`src/hw/rtl/rbrd_pkg.sv`:
```
`default_nettype none

package rbrd_pkg;

	// Depth of the result queue between front and back
	localparam int unsigned RBRD_QDEPTH = 4;

	// Result error codes
	typedef enum logic [1:0] {
		ERR_NONE     = 2'd0,
		ERR_OVERFLOW = 2'd1,
		ERR_TRUNC    = 2'd2
	} err_t;

	// One decoded result as it travels through the queue
	typedef struct packed {
		err_t       error_code;
		logic       done_res;
		logic [7:0] run_length;
		logic [7:0] out_byte;
	} res_t;

	// Queue status seen by the producer and the consumer
	typedef struct packed {
		logic empty;
		logic full;
	} q_stat_t;

endpackage

`default_nettype wire

```
`src/hw/rtl/rbrd_front.sv`:
```
`default_nettype none

module rbrd_front
	import rbrd_pkg::*;
(
	input  wire logic        clk,
	input  wire logic        arst_n,
	input  wire logic        cfg_wr_en,
	input  wire logic [31:0] cfg_wr_data,
	input  wire logic        in_valid,
	input  wire logic [7:0]  in_byte,
	input  wire logic        in_last,
	input  wire logic        q_full,
	output logic             in_ready,
	output logic             push,
	output res_t             push_res
);

	typedef enum logic [3:0] {
		PH_HEADER  = 4'b0001,
		PH_LITERAL = 4'b0010,
		PH_REPEAT  = 4'b0100,
		PH_STOPPED = 4'b1000
	} phase_t;

	phase_t      phase_q, phase_d;
	logic [7:0]  bytes_left_q, bytes_left_d;
	logic [31:0] produced_q, produced_d;
	logic [31:0] raw_size_q;

	logic        accept;
	logic [7:0]  hdr_len;
	logic [7:0]  run_len;
	logic [32:0] total;
	logic        over;
	logic        at_size;
	logic        size_reached;
	logic [7:0]  left_dec;

	assign in_ready = !q_full;
	assign accept   = in_valid && in_ready;

	// Run length from the header: literal count, plus one for a repeat header
	assign hdr_len = 8'd32 - {3'b000, in_byte[4:0]} + {1'b0, in_byte[6:5], 5'b00000}
		+ {7'b0000000, in_byte[7]};

	// Share one adder between header check and emission
	always_comb begin
		case (phase_q)
			PH_HEADER:  run_len = hdr_len;
			PH_LITERAL: run_len = 8'd1;
			default:    run_len = bytes_left_q;
		endcase
	end

	assign total        = {1'b0, produced_q} + {25'd0, run_len};
	assign over         = total > {1'b0, raw_size_q};
	assign at_size      = total == {1'b0, raw_size_q};
	assign size_reached = produced_q >= raw_size_q;
	assign left_dec     = bytes_left_q - 8'd1;

	// Classify the byte and decide the result
	always_comb begin
		phase_d      = phase_q;
		bytes_left_d = bytes_left_q;
		produced_d   = produced_q;
		push         = 1'b0;
		push_res     = '0;
		if (accept) begin
			case (phase_q)
				PH_HEADER: begin
					if (size_reached) begin
						phase_d = PH_STOPPED;
					end else if (in_last) begin
						push                = 1'b1;
						push_res.error_code = ERR_TRUNC;
						phase_d             = PH_STOPPED;
						bytes_left_d        = 8'd0;
					end else if (over) begin
						push                = 1'b1;
						push_res.error_code = ERR_OVERFLOW;
						phase_d             = PH_STOPPED;
						bytes_left_d        = 8'd0;
					end else begin
						bytes_left_d = hdr_len;
						phase_d      = in_byte[7] ? PH_REPEAT : PH_LITERAL;
					end
				end
				PH_LITERAL, PH_REPEAT: begin
					if (phase_q == PH_LITERAL) begin
						bytes_left_d = left_dec;
						if (left_dec == 8'd0) begin
							phase_d = PH_HEADER;
						end
					end else begin
						bytes_left_d = 8'd0;
						phase_d      = PH_HEADER;
					end
					push = 1'b1;
					if (over) begin
						push_res.error_code = ERR_OVERFLOW;
						phase_d             = PH_STOPPED;
						bytes_left_d        = 8'd0;
					end else if (in_last && !at_size) begin
						push_res.error_code = ERR_TRUNC;
						phase_d             = PH_STOPPED;
						bytes_left_d        = 8'd0;
					end else begin
						produced_d          = total[31:0];
						push_res.out_byte   = in_byte;
						push_res.run_length = run_len;
						if (at_size) begin
							push_res.done_res = 1'b1;
							phase_d           = PH_STOPPED;
							bytes_left_d      = 8'd0;
						end
					end
				end
				default: begin
					phase_d = phase_q;
				end
			endcase
		end
	end

	// Hold decoder state and the raw size
	always_ff @(posedge clk or negedge arst_n) begin
		if (!arst_n) begin
			phase_q      <= PH_HEADER;
			bytes_left_q <= 8'd0;
			produced_q   <= 32'd0;
			raw_size_q   <= 32'd0;
		end else begin
			phase_q      <= phase_d;
			bytes_left_q <= bytes_left_d;
			produced_q   <= produced_d;
			if (cfg_wr_en) begin
				raw_size_q <= cfg_wr_data;
			end
		end
	end

`ifndef ASSERT_OFF
	// A literal or repeat phase always has bytes still due
	a_left_nonzero: assert property (@(posedge clk) disable iff (!arst_n)
		(phase_q == PH_LITERAL || phase_q == PH_REPEAT) |-> bytes_left_q != 8'd0)
		else $error("run phase with no bytes left");
	// Once stopped, the decoder stays stopped until reset
	a_stopped_sticky: assert property (@(posedge clk) disable iff (!arst_n)
		phase_q == PH_STOPPED |=> phase_q == PH_STOPPED)
		else $error("decoder left the stopped phase");
	// A result is only pushed for an accepted byte
	a_push_on_accept: assert property (@(posedge clk) disable iff (!arst_n)
		push |-> (in_valid && in_ready))
		else $error("push without an input transfer");
`endif

endmodule

`default_nettype wire

```
`src/hw/rtl/rbrd_queue.sv`:
```
`default_nettype none

module rbrd_queue
	import rbrd_pkg::*;
#(
	parameter int unsigned DEPTH = RBRD_QDEPTH
) (
	input  wire logic clk,
	input  wire logic arst_n,
	input  wire logic push,
	input  wire res_t wr_data,
	input  wire logic pop,
	output res_t      rd_data,
	output q_stat_t   stat
);

	localparam int unsigned AW = (DEPTH > 1) ? $clog2(DEPTH) : 1;
	localparam int unsigned CW = $clog2(DEPTH + 1);

	res_t          mem_q [DEPTH];
	logic [AW-1:0] wr_ptr_q;
	logic [AW-1:0] rd_ptr_q;
	logic [CW-1:0] count_q;

	assign stat.empty = count_q == CW'(0);
	assign stat.full  = count_q == CW'(DEPTH);
	assign rd_data    = mem_q[rd_ptr_q];

	// Store entries
	always_ff @(posedge clk) begin
		if (push) begin
			mem_q[wr_ptr_q] <= wr_data;
		end
	end

	// Advance pointers and track the fill level
	always_ff @(posedge clk or negedge arst_n) begin
		if (!arst_n) begin
			wr_ptr_q <= '0;
			rd_ptr_q <= '0;
			count_q  <= '0;
		end else begin
			if (push) begin
				wr_ptr_q <= (wr_ptr_q == AW'(DEPTH - 1)) ? '0 : wr_ptr_q + AW'(1);
			end
			if (pop) begin
				rd_ptr_q <= (rd_ptr_q == AW'(DEPTH - 1)) ? '0 : rd_ptr_q + AW'(1);
			end
			if (push && !pop) begin
				count_q <= count_q + CW'(1);
			end else if (pop && !push) begin
				count_q <= count_q - CW'(1);
			end
		end
	end

`ifndef ASSERT_OFF
	a_no_overrun: assert property (@(posedge clk) disable iff (!arst_n)
		push |-> !stat.full)
		else $error("push into full queue");
	a_no_underrun: assert property (@(posedge clk) disable iff (!arst_n)
		pop |-> !stat.empty)
		else $error("pop from empty queue");
	a_level_bound: assert property (@(posedge clk) disable iff (!arst_n)
		count_q <= CW'(DEPTH))
		else $error("queue level beyond depth");
`endif

endmodule

`default_nettype wire

```
`src/hw/rtl/rbrd_back.sv`:
```
`default_nettype none

module rbrd_back
	import rbrd_pkg::*;
(
	input  wire logic clk,
	input  wire logic arst_n,
	input  wire logic q_empty,
	input  wire res_t rd_data,
	input  wire logic out_ready,
	output logic      pop,
	output logic      out_valid,
	output res_t      out_res
);

	logic out_valid_q;
	res_t out_res_q;

	// Load the output register when it is empty or being taken
	assign pop       = !q_empty && (!out_valid_q || out_ready);
	assign out_valid = out_valid_q;
	assign out_res   = out_res_q;

	always_ff @(posedge clk or negedge arst_n) begin
		if (!arst_n) begin
			out_valid_q <= 1'b0;
		end else if (!out_valid_q || out_ready) begin
			out_valid_q <= !q_empty;
		end
	end

	// Hold payload while stalled
	always_ff @(posedge clk) begin
		if (pop) begin
			out_res_q <= rd_data;
		end
	end

endmodule

`default_nettype wire

```
`src/hw/rtl/rle_byte_run_decoder.sv`:
```
// Byte run-length decoder.
// s_axis carries packed bytes, one per transfer; s_axis_tlast marks the final
// packed byte available. m_axis carries decoded runs: a byte value and how many
// times it repeats, with tlast set on the run that completes the raw size and
// tuser holding the error code (0 ok, 1 overflow, 2 truncated).
// cfg_wr_en/cfg_wr_data load the expected raw size; write it only while idle.
// Throughput: one packed byte per cycle while the result queue is not full.
// Header bytes give no result; every data byte gives one, as does an error,
// after which the block stops. A result is written into the queue at the
// input transfer and then loaded into the output register, which presents
// it on m_axis; while m_axis stalls, the result waits in the queue.
// A four-entry result queue and an output register part the two sides: when
// m_axis stalls, s_axis keeps accepting until the queue fills, then tready drops.
// Reset (arst_n low) clears the raw size to zero, the decoder state, the queue
// and the output valid; with raw size zero the first header stops the block.
`default_nettype none

module rle_byte_run_decoder
	import rbrd_pkg::*;
#(
	parameter int unsigned QDEPTH = RBRD_QDEPTH
) (
	input  wire logic        clk,
	input  wire logic        arst_n,
	input  wire logic        cfg_wr_en,
	input  wire logic [31:0] cfg_wr_data,   // raw_size
	input  wire logic        s_axis_tvalid,
	output logic             s_axis_tready,
	input  wire logic [7:0]  s_axis_tdata,  // [7:0] packed_byte
	input  wire logic        s_axis_tlast,  // last_byte
	output logic             m_axis_tvalid,
	input  wire logic        m_axis_tready,
	output logic [15:0]      m_axis_tdata,  // [7:0] out_byte, [15:8] run_length
	output logic             m_axis_tlast,  // done_res
	output logic [1:0]       m_axis_tuser   // [1:0] error_code
);

	q_stat_t q_stat;
	logic    push;
	logic    pop;
	res_t    push_res;
	res_t    rd_data;
	res_t    out_res;

	rbrd_front u_front (
		.clk         (clk),
		.arst_n      (arst_n),
		.cfg_wr_en   (cfg_wr_en),
		.cfg_wr_data (cfg_wr_data),
		.in_valid    (s_axis_tvalid),
		.in_byte     (s_axis_tdata),
		.in_last     (s_axis_tlast),
		.q_full      (q_stat.full),
		.in_ready    (s_axis_tready),
		.push        (push),
		.push_res    (push_res)
	);

	rbrd_queue #(
		.DEPTH (QDEPTH)
	) u_queue (
		.clk     (clk),
		.arst_n  (arst_n),
		.push    (push),
		.wr_data (push_res),
		.pop     (pop),
		.rd_data (rd_data),
		.stat    (q_stat)
	);

	rbrd_back u_back (
		.clk       (clk),
		.arst_n    (arst_n),
		.q_empty   (q_stat.empty),
		.rd_data   (rd_data),
		.out_ready (m_axis_tready),
		.pop       (pop),
		.out_valid (m_axis_tvalid),
		.out_res   (out_res)
	);

	// Pack the result onto the master side
	assign m_axis_tdata = {out_res.run_length, out_res.out_byte};
	assign m_axis_tlast = out_res.done_res;
	assign m_axis_tuser = out_res.error_code;

endmodule

`default_nettype wire
```
`config.mk`:
```
export PLATFORM = sky130hd
export DESIGN_NAME = rle_byte_run_decoder
export DESIGN_NICKNAME = d
export VERILOG_FILES = /design/src/hw/rtl/rbrd_pkg.sv /design/src/hw/rtl/rbrd_front.sv /design/src/hw/rtl/rbrd_queue.sv /design/src/hw/rtl/rbrd_back.sv /design/src/hw/rtl/rle_byte_run_decoder.sv
export SDC_FILE = /design/constraint.sdc
export NUM_CORES = 1
export LEC_CHECK = 0
export BUFFER_PORTS_ARGS = -buffer_cell sky130_fd_sc_hd__buf_2
export CORE_UTILIZATION = 65
export CTS_CLUSTER_DIAMETER = 50
export DETAILED_ROUTE_END_ITERATION = 8
export PLACE_DENSITY = 0.85
export REMOVE_ABC_BUFFERS = 1
export SLEW_MARGIN = 20
export SYNTH_ARGS = -nofsm -noshare
export SYNTH_HDL_FRONTEND = slang
export SYNTH_SLANG_ARGS = --single-unit
```
`constraint.sdc`:
```
create_clock -name clk -period 10.5 [get_ports clk]
set_input_delay 2.1 -clock clk [delete_from_list [all_inputs] [get_ports clk]]
set_output_delay 2.1 -clock clk [all_outputs]
set_load 0.05 [all_outputs]
```
==> implementation parameters <==
Parameter                              Value

Outcome
  Status ... complete, no violations

Logic synthesis
  Most area-consuming cells after synthesis ... sky130_fd_sc_hd__edfxtp_1 29%, sky130_fd_sc_hd__dfrtp_1 21%, sky130_fd_sc_hd__ha_1 11%, sky130_fd_sc_hd__xnor2_1 4.7%, sky130_fd_sc_hd__mux4_2 4.4%
  EDFF count, synth ... 95
  Most instantiated flip-flop cell in the synthesis netlist ... sky130_fd_sc_hd__edfxtp_1
  Cell type contributing the most total cell area after synthesis ... sky130_fd_sc_hd__edfxtp_1
  Synth Area per Inst ... 11.5 µm²
  Async SR Flop Fraction ... 46.9%
  Post-synthesis cell type count ... between 60 and 70
  Cell count after synthesis ... 850
  Mapped Area ... 9790 µm²
  Synth top area share ... between 20 and 30%
  Share of synthesized area occupied by flip-flops and latches ... 50.6%
  FF+latch count, synth ... 179
  Synth Warn # ... 0

Clock tree
  Clock tree root buffer cell ... sky130_fd_sc_hd__clkbuf_16
  Post-CTS Setup Repair Bufs ... 0
  Register clock-pin slew on the reported worst setup and hold paths ... 0.07 ns
  Number of buffers created by CTS ... 17
  Number of instances resized during post-cts repair ... 0
  Clock Sink Count ... 179
  Worst-Skew Late Latency ... 0.43 ns
  Clock Path Buffers ... 2
  CTS tree ... built
  Hold buffers post-CTS ... 0
  Number of H-tree branching levels ... 4

Setup path
  Startpoint Class ... input port
  Capturing element type of the critical path ... flip-flop
  Maximum fanout count along the critical path ... 6
  Data arrival time of the worst path ... between 8 and 9 ns
  Endpoint of the lowest-slack register-to-register path ... u_queue.count_q[1]
  Cell repeated most along the worst path ... sky130_fd_sc_hd__ha_1
  Source of the critical timing path ... s_axis_tdata[0]
  Buffer and inverter count on the worst path ... 3
  Endpoint required time on the critical path ... 10.81 ns
  Classification of the worst setup path ... in -> reg
  Critical-path top delay cell ... sky130_fd_sc_hd__or4_4
  Top Family by Delay on Critical Path ... compound AO/OA/AOI/OAI gates
  Delay of the slowest cell on the worst path ... 0.52 ns
  Worst reg-to-reg setup slack ... 3.75 ns
  Origin of the critical flop-to-flop path ... u_front.phase_q[0]
  Number of cells on the critical path ... 28
  Worst r2r path cells ... 25

Finish
  Total Nets Final ... approximately 1100
  Fraction of final layout cells sized beyond drive strength 1 ... 16.2%
  Number of inserted diodes ... 0
  Most frequent cells in the layout ... 95 x sky130_fd_sc_hd__edfxtp_1, 84 x sky130_fd_sc_hd__ha_1, 83 x sky130_fd_sc_hd__dfrtp_1
  Area growth, synth to finish ... 11.2%
  Number of fill cells ... 928
  Leading cell type in the layout, fill and taps excluded ... sky130_fd_sc_hd__edfxtp_1
  Flip-flop and latch area ... about 5000 µm²
  Area used by multi-input combinational logic ... 4510 µm²
  Final core utilization ... approximately 75%

Timing
  Headroom to the max-slew limit ... 33.3%
  Upper clock frequency limit ... 0.122 GHz
  Sum of negative setup slack ... 0 ns
  Transition at the pin with the smallest max-transition slack ... 1.00 ns
  Count of pins over their slew limit ... 0
  Clock skew ... between 0.009 and 0.01 ns
  Number of hold violations in the final report ... 0
  Final setup violation count ... 0
  Final worst path period share ... 78.1%
  Time the final worst path needs with I/O delays and setup ... 8.20 ns
  Setup repair after global routing missed its margin ... false

GRT
  Via count of the first global-routing pass ... 6761
  Number of antenna violations at the first check in global routing ... 0
  Maximum number of pins on one net before global-route repair ... 64
  Total global routing overflow ... 0
  First-pass GRT wire length ... 33300 µm
  Total GRT Usage ... 27.3%

Power
  Worst IR drop on VDD ... 107 µV
  Relative contribution of sequential cells to total power ... between 40% and 50%
  Switching power share of the total ... 27.5%
  Switching pwr ... 439 µW
  Proportion of power drawn by the clock network ... roughly 38%
  Total leakage power ... 0.00443 µW
  Relative contribution of combinational cells to total power ... 12.3%
  Total internal power ... 1160 µW
  Total power density per cell area ... 147 nW/µm²

Hold path
  Hold Startpoint ... u_queue.count_q[2]
  Cell depth of the worst hold path ... 1
  Class of the tightest hold or removal check ... reg -> reg
  Worst hold path endpoint ... u_queue.count_q[2]

Drt
  First drt pass iteration count ... 5
  Number of remaining DRC errors ... 0
  Final routed wire length divided by cell count ... 17.6 µm
  Final ANT Viol Nets ... 0
  Overall via count from detail_route ... 6743
  Average via count per standard cell ... 6.05
  Wire length reported by the detailed router ... 19700 µm
  DRC marker count from the first detailed-route iteration ... 437

Placed design
  GP Congestion ... 0.824
  Port buffer count ... 66
  Dpl hpwl ... around 14000 µm

Job
  Maximum capacitance violations ... 0

Floorplan
  DIE AREA ... 15600 µm²
  Die boundary height ... 125 µm
  Num ports ... 67
  Core area ... 14600 µm²
  Initial cell density of the core ... 67.1%
  Die span in x ... 125 µm
  Std-Cell Rows ... 44
[worst reg2reg max path, cell delays in order (launching register included)]
cell and delay (ns):
sky130_fd_sc_hd__dfstp_2 0.58, sky130_fd_sc_hd__xor2_1 0.15, sky130_fd_sc_hd__nand2_1 0.21, sky130_fd_sc_hd__a22oi_1 0.40
sky130_fd_sc_hd__ha_1 0.26, sky130_fd_sc_hd__inv_1 0.06, sky130_fd_sc_hd__fa_1 0.40, sky130_fd_sc_hd__nor2b_1 0.18
sky130_fd_sc_hd__o31ai_1 0.15, sky130_fd_sc_hd__and2_1 0.19, sky130_fd_sc_hd__o21ai_0 0.37, sky130_fd_sc_hd__nand3_1 0.18
sky130_fd_sc_hd__xnor2_1 0.16, sky130_fd_sc_hd__ha_1 0.31, sky130_fd_sc_hd__a211oi_2 0.22, sky130_fd_sc_hd__nor2_1 0.07
sky130_fd_sc_hd__or4_4 0.52, sky130_fd_sc_hd__o311ai_0 0.38, sky130_fd_sc_hd__and3_1 0.34, sky130_fd_sc_hd__o21a_1 0.25
sky130_fd_sc_hd__o21a_1 0.21, sky130_fd_sc_hd__nor2_1 0.06, sky130_fd_sc_hd__ha_1 0.22, sky130_fd_sc_hd__inv_1 0.07
sky130_fd_sc_hd__fa_1 0.40, sky130_fd_sc_hd__mux2_2 0.28
[Yosys cell counts (5+ instances only)]
cell type / n
sky130_fd_sc_hd__edfxtp_1: 95
sky130_fd_sc_hd__and3_1: 12
sky130_fd_sc_hd__o2bb2ai_1: 5
sky130_fd_sc_hd__a21oi_1: 32
sky130_fd_sc_hd__o21a_1: 10
sky130_fd_sc_hd__buf_1: 5
sky130_fd_sc_hd__mux4_2: 19
sky130_fd_sc_hd__xor2_1: 13
sky130_fd_sc_hd__nor2_1: 34
sky130_fd_sc_hd__nand4_1: 22
sky130_fd_sc_hd__nor3_1: 10
sky130_fd_sc_hd__a22o_1: 5
sky130_fd_sc_hd__mux2_2: 11
sky130_fd_sc_hd__a21o_1: 7
sky130_fd_sc_hd__ha_1: 84
sky130_fd_sc_hd__and2_1: 21
sky130_fd_sc_hd__nand3_1: 30
sky130_fd_sc_hd__o21ai_0: 48
sky130_fd_sc_hd__clkbuf_1: 18
sky130_fd_sc_hd__inv_1: 59
sky130_fd_sc_hd__nand2_1: 79
sky130_fd_sc_hd__dfrtp_1: 83
sky130_fd_sc_hd__a31oi_1: 7
sky130_fd_sc_hd__nand2b_1: 12
sky130_fd_sc_hd__xnor2_1: 53
[state kept, by name, indices dropped and copies added (netlist names)]
register / count
u_queue.mem_q: 76
u_front.bytes_left_q: 8
u_back.out_valid: 1
u_queue.count_q: 3
u_back.out_res: 19
u_front.produced_q: 32
u_queue.rd_ptr_q: 2
u_front.raw_size_q: 32
u_front.phase_q: 4
u_queue.wr_ptr_q: 2
[layer usage]
| metal | share of wire [%] | vias to the layer above | track usage, % |
|---|---|---|---|
| li1 | - | 3240 | - |
| met1 | 43 | 3279 | 34.7 |
| met2 | 50 | 191 | 47.2 |
| met3 | 3.8 | 33 | 3.39 |
| met4 | 2.8 | 0 | 11.3 |
| met5 | 0 | - | 0 |
[power groups by stage]
stage	clock network (µW)	registers (µW)	logic, µW
finish	604	796	196
global route	641	799	219
CTS	610	796	200
detailed placement	0	810	197
global placement	0	807	191
floorplan	0	817	117
[through the flow]
stage | setup WS [ns] | std cells | hold WS [ns] | cell area [µm²] | total power [µW]
global route | 1.92 | 1115 | 0.530 | 10900 | 1660
CTS | 2.32 | 1115 | 0.506 | 10900 | 1610
finish | 2.30 | 1115 | 0.515 | 10900 | 1600
global placement | 2.08 | 1083 | 0.484 | 10300 | 998
floorplan | 2.50 | 824 | 0.464 | 9680 | 934
detailed placement | 1.93 | 1083 | 0.496 | 10300 | 1010
[logic make-up after synthesis]
group	synth area share, %
compound gates	10.4
xor+xnor	5.91
mux	5.74
fa+ha+maj	11.1
flops	50.6
simple gates	12.8
buf+inv	3.36
[how the worst max path moves through the flow]
stage	end	slack, ns
2_1_floorplan	u_queue.mem_q[0][0]	2.50
3_3_place_gp	u_queue.count_q[1]	2.08
3_5_place_dp	u_queue.count_q[1]	1.93
4_1_cts	u_queue.count_q[1]	2.32
5_1_grt	u_queue.count_q[1]	1.92
6_report	u_queue.count_q[1]	2.30
[layout make-up]
type                            count  share of cell area, %
Clock buffer                       17                   3.91
Inverter                           59                   2.03
Tap cell                          184                   2.12
Clock inverter                     15                   1.29
Sequential cell                   179                   45.5
Multi-Input combinational cell    586                   41.4
Timing Repair Buffer               75                   3.68
(Power assumes the default switching activity.)
